## config.mk

```make
export PLATFORM = sky130hd
export DESIGN_NAME = bado_ctrl
export DESIGN_NICKNAME = d
export VERILOG_FILES = /design/src/hdl/bado_pkg.sv /design/src/hdl/bado_ctrl.sv
export SDC_FILE = /design/constraint.sdc
export NUM_CORES = 1
export LEC_CHECK = 0
export BUFFER_PORTS_ARGS = -buffer_cell sky130_fd_sc_hd__buf_2
export CAP_MARGIN = 20
export CORE_AREA = 2 2 39 41
export CTS_BUF_LIST = sky130_fd_sc_hd__clkbuf_8
export DETAILED_ROUTE_END_ITERATION = 10
export DIE_AREA = 0 0 41 43
export GPL_TIMING_DRIVEN = 0
export HOLD_SLACK_MARGIN = 0.15
export PLACE_DENSITY = 0.81
export SETUP_SLACK_MARGIN = 0.05
export SLEW_MARGIN = 20
export SYNTH_ARGS = -nofsm -noshare
export SYNTH_HDL_FRONTEND = slang
export SYNTH_SLANG_ARGS = --single-unit
```

## constraint.sdc

```tcl
create_clock -name clk -period 2.15 [get_ports clk]
set_clock_uncertainty 0.1 [all_clocks]
set_input_delay 0 -clock clk [delete_from_list [all_inputs] [get_ports clk]]
set_output_delay 0 -clock clk [all_outputs]
set_load 0.03 [all_outputs]
```

## src/hdl/bado_pkg.sv

```systemverilog
`timescale 1ns / 1ps
// shared constants, codes and controller/datapath structs for the box average downscaler
// no dependencies

package bado_pkg;

    localparam int MAX_WIDTH  = 4096;
    localparam int MAX_HEIGHT = 4096;
    localparam int CHANNELS   = 4;

    localparam int PIX_W  = 8;
    localparam int CFG_W  = 13;
    localparam int IDX_W  = 2;
    localparam int COL_W  = $clog2(MAX_WIDTH);
    localparam int ROW_W  = $clog2(MAX_HEIGHT);
    localparam int HSUM_W = 21;
    localparam int SUM_W  = 32;
    localparam int PROD_W = 2 * CFG_W;
    localparam int MUL_W  = HSUM_W + CFG_W;
    localparam int NUM_W  = SUM_W + 2;

    localparam int SDIV_STEPS = CFG_W;
    localparam int ODIV_STEPS = PIX_W;
    localparam int SCNT_W     = $clog2(SDIV_STEPS);
    localparam int OCNT_W     = $clog2(ODIV_STEPS);

    typedef enum logic [IDX_W-1:0] {
        REG_SOURCE_WIDTH,
        REG_SOURCE_HEIGHT,
        REG_FIT_WIDTH,
        REG_FIT_HEIGHT
    } reg_index_t;

    typedef enum logic [1:0] {
        MODE_SCALE,
        MODE_COUNT,
        MODE_BYPASS
    } mode_t;

    typedef logic [CHANNELS-1:0][PIX_W-1:0] pixel_t;

    typedef struct packed {
        logic load;
        logic size_latch;
        logic size_mul;
        logic size_sel;
        logic size_div;
        logic size_fin;
        logic pass;
        logic hacc;
        logic vmul;
        logic vadd;
        logic div_step;
        logic emit;
        logic advance;
    } bado_cmd_t;

    typedef struct packed {
        logic  frame_start;
        mode_t mode;
        logic  need_div;
        logic  sdiv_last;
        logic  col_done;
        logic  row_done;
        logic  odiv_last;
    } bado_status_t;

endpackage

```

## src/hdl/bado_ctrl.sv

```systemverilog
`timescale 1ns / 1ps
// sequencing state machine for the downscaler: issues datapath commands per transaction
// depends on bado_pkg

module bado_ctrl import bado_pkg::*; (
    input  logic         clk,
    input  logic         rst_n,
    input  logic         in_valid,
    output logic         in_ready,
    output logic         out_valid,
    input  logic         out_ready,
    input  bado_status_t status,
    output bado_cmd_t    cmd
);

    typedef enum logic [3:0] {
        ST_IDLE,
        ST_SZ_LATCH,
        ST_SZ_MUL,
        ST_SZ_SEL,
        ST_SZ_DIV,
        ST_SZ_FIN,
        ST_DISPATCH,
        ST_HACC,
        ST_VMUL,
        ST_VADD,
        ST_DIV,
        ST_EMIT
    } state_t;

    state_t state_reg, state_next;
    logic   out_valid_reg, out_valid_next;

    assign in_ready  = (state_reg == ST_IDLE);
    assign out_valid = out_valid_reg;

    always_comb
    begin
        cmd        = '0;
        state_next = state_reg;
        case (state_reg)
            ST_IDLE:
            begin
                if (in_valid)
                begin
                    cmd.load   = 1'b1;
                    state_next = status.frame_start ? ST_SZ_LATCH : ST_DISPATCH;
                end
            end
            ST_SZ_LATCH:
            begin
                cmd.size_latch = 1'b1;
                state_next     = ST_SZ_MUL;
            end
            ST_SZ_MUL:
            begin
                cmd.size_mul = 1'b1;
                state_next   = ST_SZ_SEL;
            end
            ST_SZ_SEL:
            begin
                cmd.size_sel = 1'b1;
                state_next   = status.need_div ? ST_SZ_DIV : ST_SZ_FIN;
            end
            ST_SZ_DIV:
            begin
                cmd.size_div = 1'b1;
                if (status.sdiv_last)
                begin
                    state_next = ST_SZ_FIN;
                end
            end
            ST_SZ_FIN:
            begin
                cmd.size_fin = 1'b1;
                state_next   = ST_DISPATCH;
            end
            ST_DISPATCH:
            begin
                if (status.mode != MODE_SCALE)
                begin
                    cmd.pass    = 1'b1;
                    cmd.advance = (status.mode == MODE_COUNT);
                    state_next  = ST_EMIT;
                end
                else
                begin
                    state_next = ST_HACC;
                end
            end
            ST_HACC:
            begin
                cmd.hacc = 1'b1;
                if (status.col_done)
                begin
                    state_next = ST_VMUL;
                end
                else
                begin
                    cmd.advance = 1'b1;
                    state_next  = ST_IDLE;
                end
            end
            ST_VMUL:
            begin
                cmd.vmul   = 1'b1;
                state_next = ST_VADD;
            end
            ST_VADD:
            begin
                cmd.vadd    = 1'b1;
                cmd.advance = 1'b1;
                state_next  = status.row_done ? ST_DIV : ST_IDLE;
            end
            ST_DIV:
            begin
                cmd.div_step = 1'b1;
                if (status.odiv_last)
                begin
                    state_next = ST_EMIT;
                end
            end
            ST_EMIT:
            begin
                if (!out_valid_reg || out_ready)
                begin
                    cmd.emit   = 1'b1;
                    state_next = ST_IDLE;
                end
            end
            default:
            begin
                state_next = ST_IDLE;
            end
        endcase
    end

    always_comb
    begin
        if (cmd.emit)
        begin
            out_valid_next = 1'b1;
        end
        else if (out_ready)
        begin
            out_valid_next = 1'b0;
        end
        else
        begin
            out_valid_next = out_valid_reg;
        end
    end

    always_ff @(posedge clk or negedge rst_n)
    begin
        if (!rst_n)
        begin
            state_reg     <= ST_IDLE;
            out_valid_reg <= 1'b0;
        end
        else
        begin
            state_reg     <= state_next;
            out_valid_reg <= out_valid_next;
        end
    end

    a_accept_busy: assert property (@(posedge clk) disable iff (!rst_n)
        (in_valid && in_ready) |=> !in_ready)
        else $error("input still ready after a transaction was taken");

    a_valid_from_emit: assert property (@(posedge clk) disable iff (!rst_n)
        $rose(out_valid_reg) |-> $past(state_reg == ST_EMIT))
        else $error("result raised outside the emit step");

    a_single_advance: assert property (@(posedge clk) disable iff (!rst_n)
        cmd.advance |=> !cmd.advance)
        else $error("position advanced twice for one pixel");

endmodule

```

; ---- Word-level counts from Yosys, hierarchy flattened
; Cells that the tools add are included.
[op_classes]
n_div = 0
shifts = 0
n_reduce_logical = 6
n_addsub = 0
bitwise_logic = 0
muxes = 30
eq_ne = 16
n_mul = 0
order_cmp = 0
[ops]
columns = op, count
row1 = $pmux 4 s12, 1
row2 = $mux 4, 7
row3 = $mux 1, 20
row4 = $eq 4x3->1 const B, 4
row5 = $eq 4x4->1 const B, 4
row6 = $eq 4x2->1 const B, 2
row7 = $ne 2x2->1 const B, 4
row8 = $eq 4x1->1 const B, 1
row9 = $logic_not 4->1, 1
row10 = $reduce_and 4->1, 1
row11 = $reduce_bool 2->1, 2
row12 = $mux 3, 1
row13 = $pmux 1 s3, 1
row14 = $eq 2x1->1 const B, 1
row15 = $logic_not 1->1, 1
row16 = $logic_or 1x1->1, 1
[word_totals]
latch_bits = 0
rom_bits = 0
inputBits = 12
ram_bits = 0
mem_count = 0
word_cells = 54
regBits = 5

; ---- Logic depth before layout (Yosys ltp)
; Gate-level depths: netlist of the first run.
[depth]
word_depth = 5
depth_mapped = 5

; ---- Least setup slack after synthesis of the first run
; No wires, ideal clock.
[synth_timing]
path_type = flip-flop to output port
from = register state_reg[0]
to = output cmd[12] (netlist bit)
setup_slack_ns = -0.046
path_buffers = 1
stages_incl_launch_ff = 4
t_arrival_ns = 2.096
path_cell_list = dfrtp_1 clkbuf_1 nor4_1 and2_1
[synth_rtl]
columns = item, line
row1 = from (decl), bado_ctrl.sv:31  ; state_t state_reg, state_next;
row2 = from (signal assigned), bado_ctrl.sv:163  ; state_reg <= state_next;
row3 = to (decl), bado_ctrl.sv:13  ; output bado_cmd_t cmd

==> metrics.csv, run 1 <==
metric;value;unit
vias in the first global route;561;
# fillers;132;
CTS clock-pin slew for the worst setup and hold paths;40;ps
DRC marker count from the first detailed-route iteration;8;
Core Footprint;1380;sq um
Synthesis Warnings;0;
most frequent CP cell;buf_2;
Worst Path Arrival;1660;ps
Pwr Density;1520;nW/um^2
GRT Total Usage;0.193;
diodes inserted;0;
pre-CTS WS;502;ps
register area share after synthesis;0.245;
critical path class;flop to output pin;
Avg Inst Size Synth;7.19;sq um
TritonCTS clock tree;yes;
max reg flops;4;
Vias/cell;5.30;
DRT Wirelength;1.49;mm
antenna viol nets, final;0;
max-slew violation count;0;
critical path startpoint category;flop;
status;finished, final reports clean;
die outline area;1760;sq um
synthesized net count;83;
Yosys reg bits;5;
Area after DPL;667;sq um
Via Count;646;
worst vdd ir;0.000552;V
total negative slack;0;ps
Starting Density;0.369;
fin cells;122;
RSZ-0062 raised after global routing;no;
Die Ht;43;um
total CTS buffers;3;
FF+latch area;125;sq um
Multi-input gate area;344;sq um
CP top delay family;buffers and inverters;
highest-count cells in the layout ignoring fill and taps;buf_2 (28), nor2_1 (8), nor3_1 (8), nand2b_1 (7), o21ai_0 (7);
share of Yosys cell area claimed by the top area cell type;0.245;
slew margin rel.;0.714;
post-route cell area;762;sq um
DRC violations left;0;
CP max stage delay;450;ps
FMAX;0.569;GHz
Final setup viols;0;
num ports;27;
CTS H-Tree Depth;1;
clk sink count;5;
# hold bufs at CTS;5;
DR pass1 iterations;4;
Slowest-stage cell, CP;dfrtp_1;
post-CTS sizing;0;
Die W;41;um
Cells after Synth;71;
Setup crit end kind;output pin;
antenna violations before repair;0;
Setup Fix Bufs, Post-CTS;0;
Clock Tree Buf Depth;2;
proportion of layout cells with a drive suffix above 1;0.340;
Slew @ Worst Pin;429;ps
synth-to-layout area growth;49.3;%
Final Util;0.551;
worst skew pair latency;230;ps
Tmin final;1760;ps
Inst Count DP;113;
Hold Fails Final Rpt;0;
CP Max Fanout;10;
most area-hungry cell type in the Yosys netlist;dfrtp_1;
WL per Instance;12.2;um
first-pass GRT wire length;2.30;mm
CP cell instances;buf_2 > nand3b_1 > o22ai_1 > nand2_1 > o21ai_0 > buf_2;
WP buf/inv;2;
CTS Root Cell;clkbuf_8;
most common cell after layout, fill and taps aside;buf_2;
Post-DP HPWL;1.06;mm
Req. time, crit path;2050;ps
synthesized cell area;510;sq um
Row Count;14;
Yosys cell types;29;
Hold Path Class;input port to flop;
grt ovf;0;
max cap viols;0;
top cells by area, synth;dfrtp_1 (25%), nand2b_1 (8.6%), nor3_1 (7.8%), o21ai_0 (6.9%), nor2_1 (5.9%);
PortBufs;26;
largest net degree at the start of global routing;11;
final net count;119;
Final GP Congestion;0.817;
Leak;0.366;nW
setup ws final;392;ps
final period utilization;0.818;
[cells by family after synthesis]
family                 Yosys count  share of synthesized area
AOI/OAI and AO/OA               20                      0.270
and+or+nand+nor                 36                      0.373
muxes                            1                     0.0196
buffers and inverters            9                     0.0931
DFF                              5                      0.245
[synth_stat cells]
| master | instances |
|---|---|
| a211o_2 | 1 |
| a211oi_1 | 1 |
| a211oi_2 | 1 |
| a21oi_1 | 2 |
| a2bb2oi_1 | 1 |
| and2_1 | 1 |
| buf_2 | 2 |
| buf_4 | 1 |
| buf_6 | 1 |
| clkbuf_1 | 3 |
| dfrtp_1 | 5 |
| inv_1 | 2 |
| mux2i_1 | 1 |
| nand2_1 | 5 |
| nand2b_1 | 7 |
| nand3b_1 | 2 |
| nor2_1 | 8 |
| nor3_1 | 8 |
| nor3b_1 | 2 |
| nor4_1 | 1 |
| nor4b_1 | 1 |
| o211ai_1 | 1 |
| o21ai_0 | 7 |
| o21bai_1 | 1 |
| o22a_1 | 1 |
| o22ai_1 | 1 |
| o2bb2ai_1 | 1 |
| o31ai_1 | 2 |
| or3_1 | 1 |
[path summary, 6_finish.rpt]
check | startpoint | to | slack (ps) | cells after the start
hold / removal | status[1] | state_reg[1] | 140 | 5
hold reg to reg | out_valid | out_valid | 440 | 2
setup reg to reg | state_reg[1] | state_reg[1] | 490 | 5
min in group asynchronous | rst_n | state_reg[0] | 620 | 3
max in group asynchronous | rst_n | state_reg[2] | 1150 | 3
setup / recovery | state_reg[2] | cmd[0] | 390 | 6
[through the flow]
step | power, W | hold slack, ps
2_1_floorplan | 0.000782 | -396
3_3_place_gp | 0.000948 | -287
3_5_place_dp | 0.000967 | -284
4_1_cts | 0.00115 | 151
5_1_grt | 0.00124 | 196
6_report | 0.00116 | 144
[routing by layer]
layer | track usage | vias up | wire (um)
li1 | - | 328 | -
met1 | 0.232 | 288 | 684
met2 | 0.319 | 27 | 707
met3 | 0.0157 | 3 | 78
met4 | 0.100 | 0 | 21
met5 | 0 | - | 0
[where the power goes]
group          total, W  internal (W)  switching (W)
sequential     0.000191      0.000140      0.0000518
clock          0.000177      0.000123      0.0000537
combinational  0.000789      0.000282       0.000507
[area by class of cell]
cell class              count  share of cell area
clock buffers               3              0.0542
repair buffers             31               0.236
plain buffers               7              0.0525
flip-flops and latches      5               0.164
multi-input cells          57               0.452
clock inverters             1             0.00493
well taps                  16              0.0263
inverters                   2             0.00985
[tightest hold or removal path, stage by stage]
cell and delay, ps:
buf_2 90, nand2b_1 80, a21oi_1 70, nor2_1 90
o31ai_1 90
No activity file was read; power rests on OpenSTA's default activity.
==> run 2: changes to the inputs <==
- ABC_AREA: not set -> 1
- PLACE_DENSITY: 0.81 -> 0.79
- clock period: 2.15 -> 1.7 ns (I/O delays scaled with it)
==> metrics.csv, run 2 <==
metric;value;unit;change
Yosys reg bits;5;;unchanged
Req. time, crit path;1600;ps;-450 ps
EDFF count, synth;0;;unchanged
synth-to-layout area growth;64.9;%;
worst skew pair latency;220;ps;about the same
Hold Path Class;input port to flop;;
Top FF cell, synth;dfrtp_1;;
CTS clock-pin slew for the worst setup and hold paths;30;ps;about the same
Async S/R FF share, synth;1.00;;unchanged
Slew @ Worst Pin;260;ps;-169 ps
Avg Inst Size Synth;5.55;sq um;-23%
grt ovf;0;;unchanged
largest net degree at the start of global routing;8;;-3
top cells by area, synth;dfrtp_1 (26%), nand2_1 (17%), inv_1 (15%), nor2_1 (11%), nand3_1 (10%);;
DRT Wirelength;1.42;mm;-5.0%
Worst Path Arrival;1410;ps;-250 ps
Synthesis Warnings;0;;unchanged
critical path startpoint category;flop;;
Final setup viols;0;;unchanged
fin cells;145;;+19%
Setup Fix Bufs, Post-CTS;0;;unchanged
RSZ-0062 raised after global routing;no;;
max-slew violation count;0;;unchanged
CTS Root Cell;clkbuf_8;;
Final GP Congestion;0.845;;+3.4%
register area share after synthesis;0.256;;+0.0113
Die W;41;um;unchanged
Post-DP HPWL;1.03;mm;-2.6%
Inst Count DP;130;;+15%
total CTS buffers;3;;unchanged
Setup crit end kind;output pin;;
Vias/cell;4.53;;-14%
proportion of layout cells with a drive suffix above 1;0.302;;-0.0373
critical path class;flop to output pin;;
TritonCTS clock tree;yes;;
Tmin final;1510;ps;
synthesized cell area;488;sq um;-4.4%
Core Footprint;1380;sq um;unchanged
Die Ht;43;um;unchanged
diodes inserted;0;;unchanged
first-pass GRT wire length;2.31;mm;+0.61%
CTS H-Tree Depth;1;;unchanged
clk sink count;5;;unchanged
final period utilization;0.889;;
CP cell instances;inv_1 > nand2_1 > nor2_1 > nand3_1 > o221ai_2 > buf_2;;
Slowest-stage cell, CP;dfrtp_1;;
max reg flops;4;;unchanged
CP max stage delay;420;ps;-30 ps
Synth top cells by count;nand2_1 (22), inv_1 (20), nor2_1 (14);;
Cells after Synth;88;;+24%
Starting Density;0.353;;-0.0163
Leak;0.508;nW;+39%
FMAX;0.662;GHz;
vias in the first global route;598;;+6.6%
die outline area;1760;sq um;unchanged
WL per Instance;9.77;um;-20%
DRC marker count from the first detailed-route iteration;15;;+7
most common cell after layout, fill and taps aside;buf_2;;
antenna violations before repair;0;;unchanged
worst vdd ir;0.000924;V;+67%
Clock Tree Buf Depth;2;;unchanged
antenna viol nets, final;0;;unchanged
Yosys cell types;15;;-48%
DR pass1 iterations;4;;unchanged
Row Count;14;;unchanged
total negative slack;0;ps;unchanged
Hold Fails Final Rpt;0;;unchanged
PortBufs;26;;unchanged
highest-count cells in the layout ignoring fill and taps;buf_2 (26), nand2_1 (22), inv_1 (21), nor2_1 (12), dlygate4sd3_1 (11);;
final net count;142;;+19%
max cap viols;0;;unchanged
most area-hungry cell type in the Yosys netlist;dfrtp_1;;
status;finished, final reports clean;;
synthesized net count;100;;+20%
slew margin rel.;0.826;;+0.112
share of Yosys cell area claimed by the top area cell type;0.256;;+0.0113
Pwr Density;1620;nW/um^2;+6.6%
Via Count;657;;+1.7%
DRC violations left;0;;unchanged
GRT Total Usage;0.192;;-0.000621
CP Max Fanout;5;;-5
num ports;27;;unchanged
count leader, synth;nand2_1;;
==> run 2: changes by cell type after synthesis, moves of 3 or more <==
cell | before | now
inv_1 | 2 | 20
nand2_1 | 5 | 22
nand3_1 | 0 | 10
nand2b_1 | 7 | 0
nor3_1 | 8 | 1
nor2_1 | 8 | 14
clkbuf_1 | 3 | 0
==> run 2: critical path: cells and delay by family (launching register included) <==
| kind | cells | cell delay, ps |
|---|---|---|
| compound gates | 1 | 70 |
| buf+inv | 2 | 330 |
| flops | 1 | 420 |
| simple gates | 3 | 380 |
==> run 2: area by class of cell <==
cell class | count | area [sq um]
buffer | 1 | 7.51
clock buffer | 3 | 41.3
clock inverter | 1 | 3.75
fill | 149 | 579
inverter | 21 | 78.8
multi-input combinational | 61 | 288
sequential | 5 | 125
tap | 16 | 20.0
timing repair buffer | 37 | 240
==> run 2: per-stage QoR <==
step	cell area [sq um]	hold WS, ps	worst slack [ps]	util	total power (W)
final	805	238	188	0.581	0.00130
after detailed placement	644	-282	285	0.466	0.00106
after floorplan	494	-396	102	-	0.000855
after global routing	805	310	82.6	0.581	0.00143
after global placement	644	-287	308	0.466	0.00105
after CTS	800	239	156	0.578	0.00130
==> run 2: path summary, 6_finish.rpt <==
check / start / endpoint / depth (start not counted) / slack, ps
setup reg to reg: state_reg[1] / state_reg[3] / 7 / 330
min in group asynchronous: rst_n / state_reg[2] / 3 / 590
setup / recovery: state_reg[3] / cmd[0] / 6 / 190
hold / removal: in_valid / state_reg[0] / 7 / 240
max in group asynchronous: rst_n / state_reg[1] / 3 / 730
hold reg to reg: out_valid / out_valid / 2 / 450
==> run 2: kinds of logic after synthesis <==
group | after synthesis | share of synthesized area
and+or+nand+nor | 53 | 0.477
DFF | 5 | 0.256
AOI/OAI and AO/OA | 8 | 0.0897
buffers and inverters | 22 | 0.177
==> run 2: repair_timing <==
action                                  in CTS  in global routing
endpoints found under the setup margin       0                  2
hold buffers                                11                  0
gates resized for setup                      0                  2
hold endpoints to repair                    10                  0
==> run 2: report_power, final <==
part / switching (W) / internal [W]
registers: 0.0000727 / 0.000173
logic: 0.000590 / 0.000259
clock network: 0.0000538 / 0.000154
total: 0.000716 / 0.000586
==> run 2: routing by layer <==
layer,wire [um],track usage,up-vias
met2,728,0.331,33
met4,0,0.0400,0
met1,588,0.227,279
li1,-,-,345
met3,99,0.0471,0
met5,0,0,-
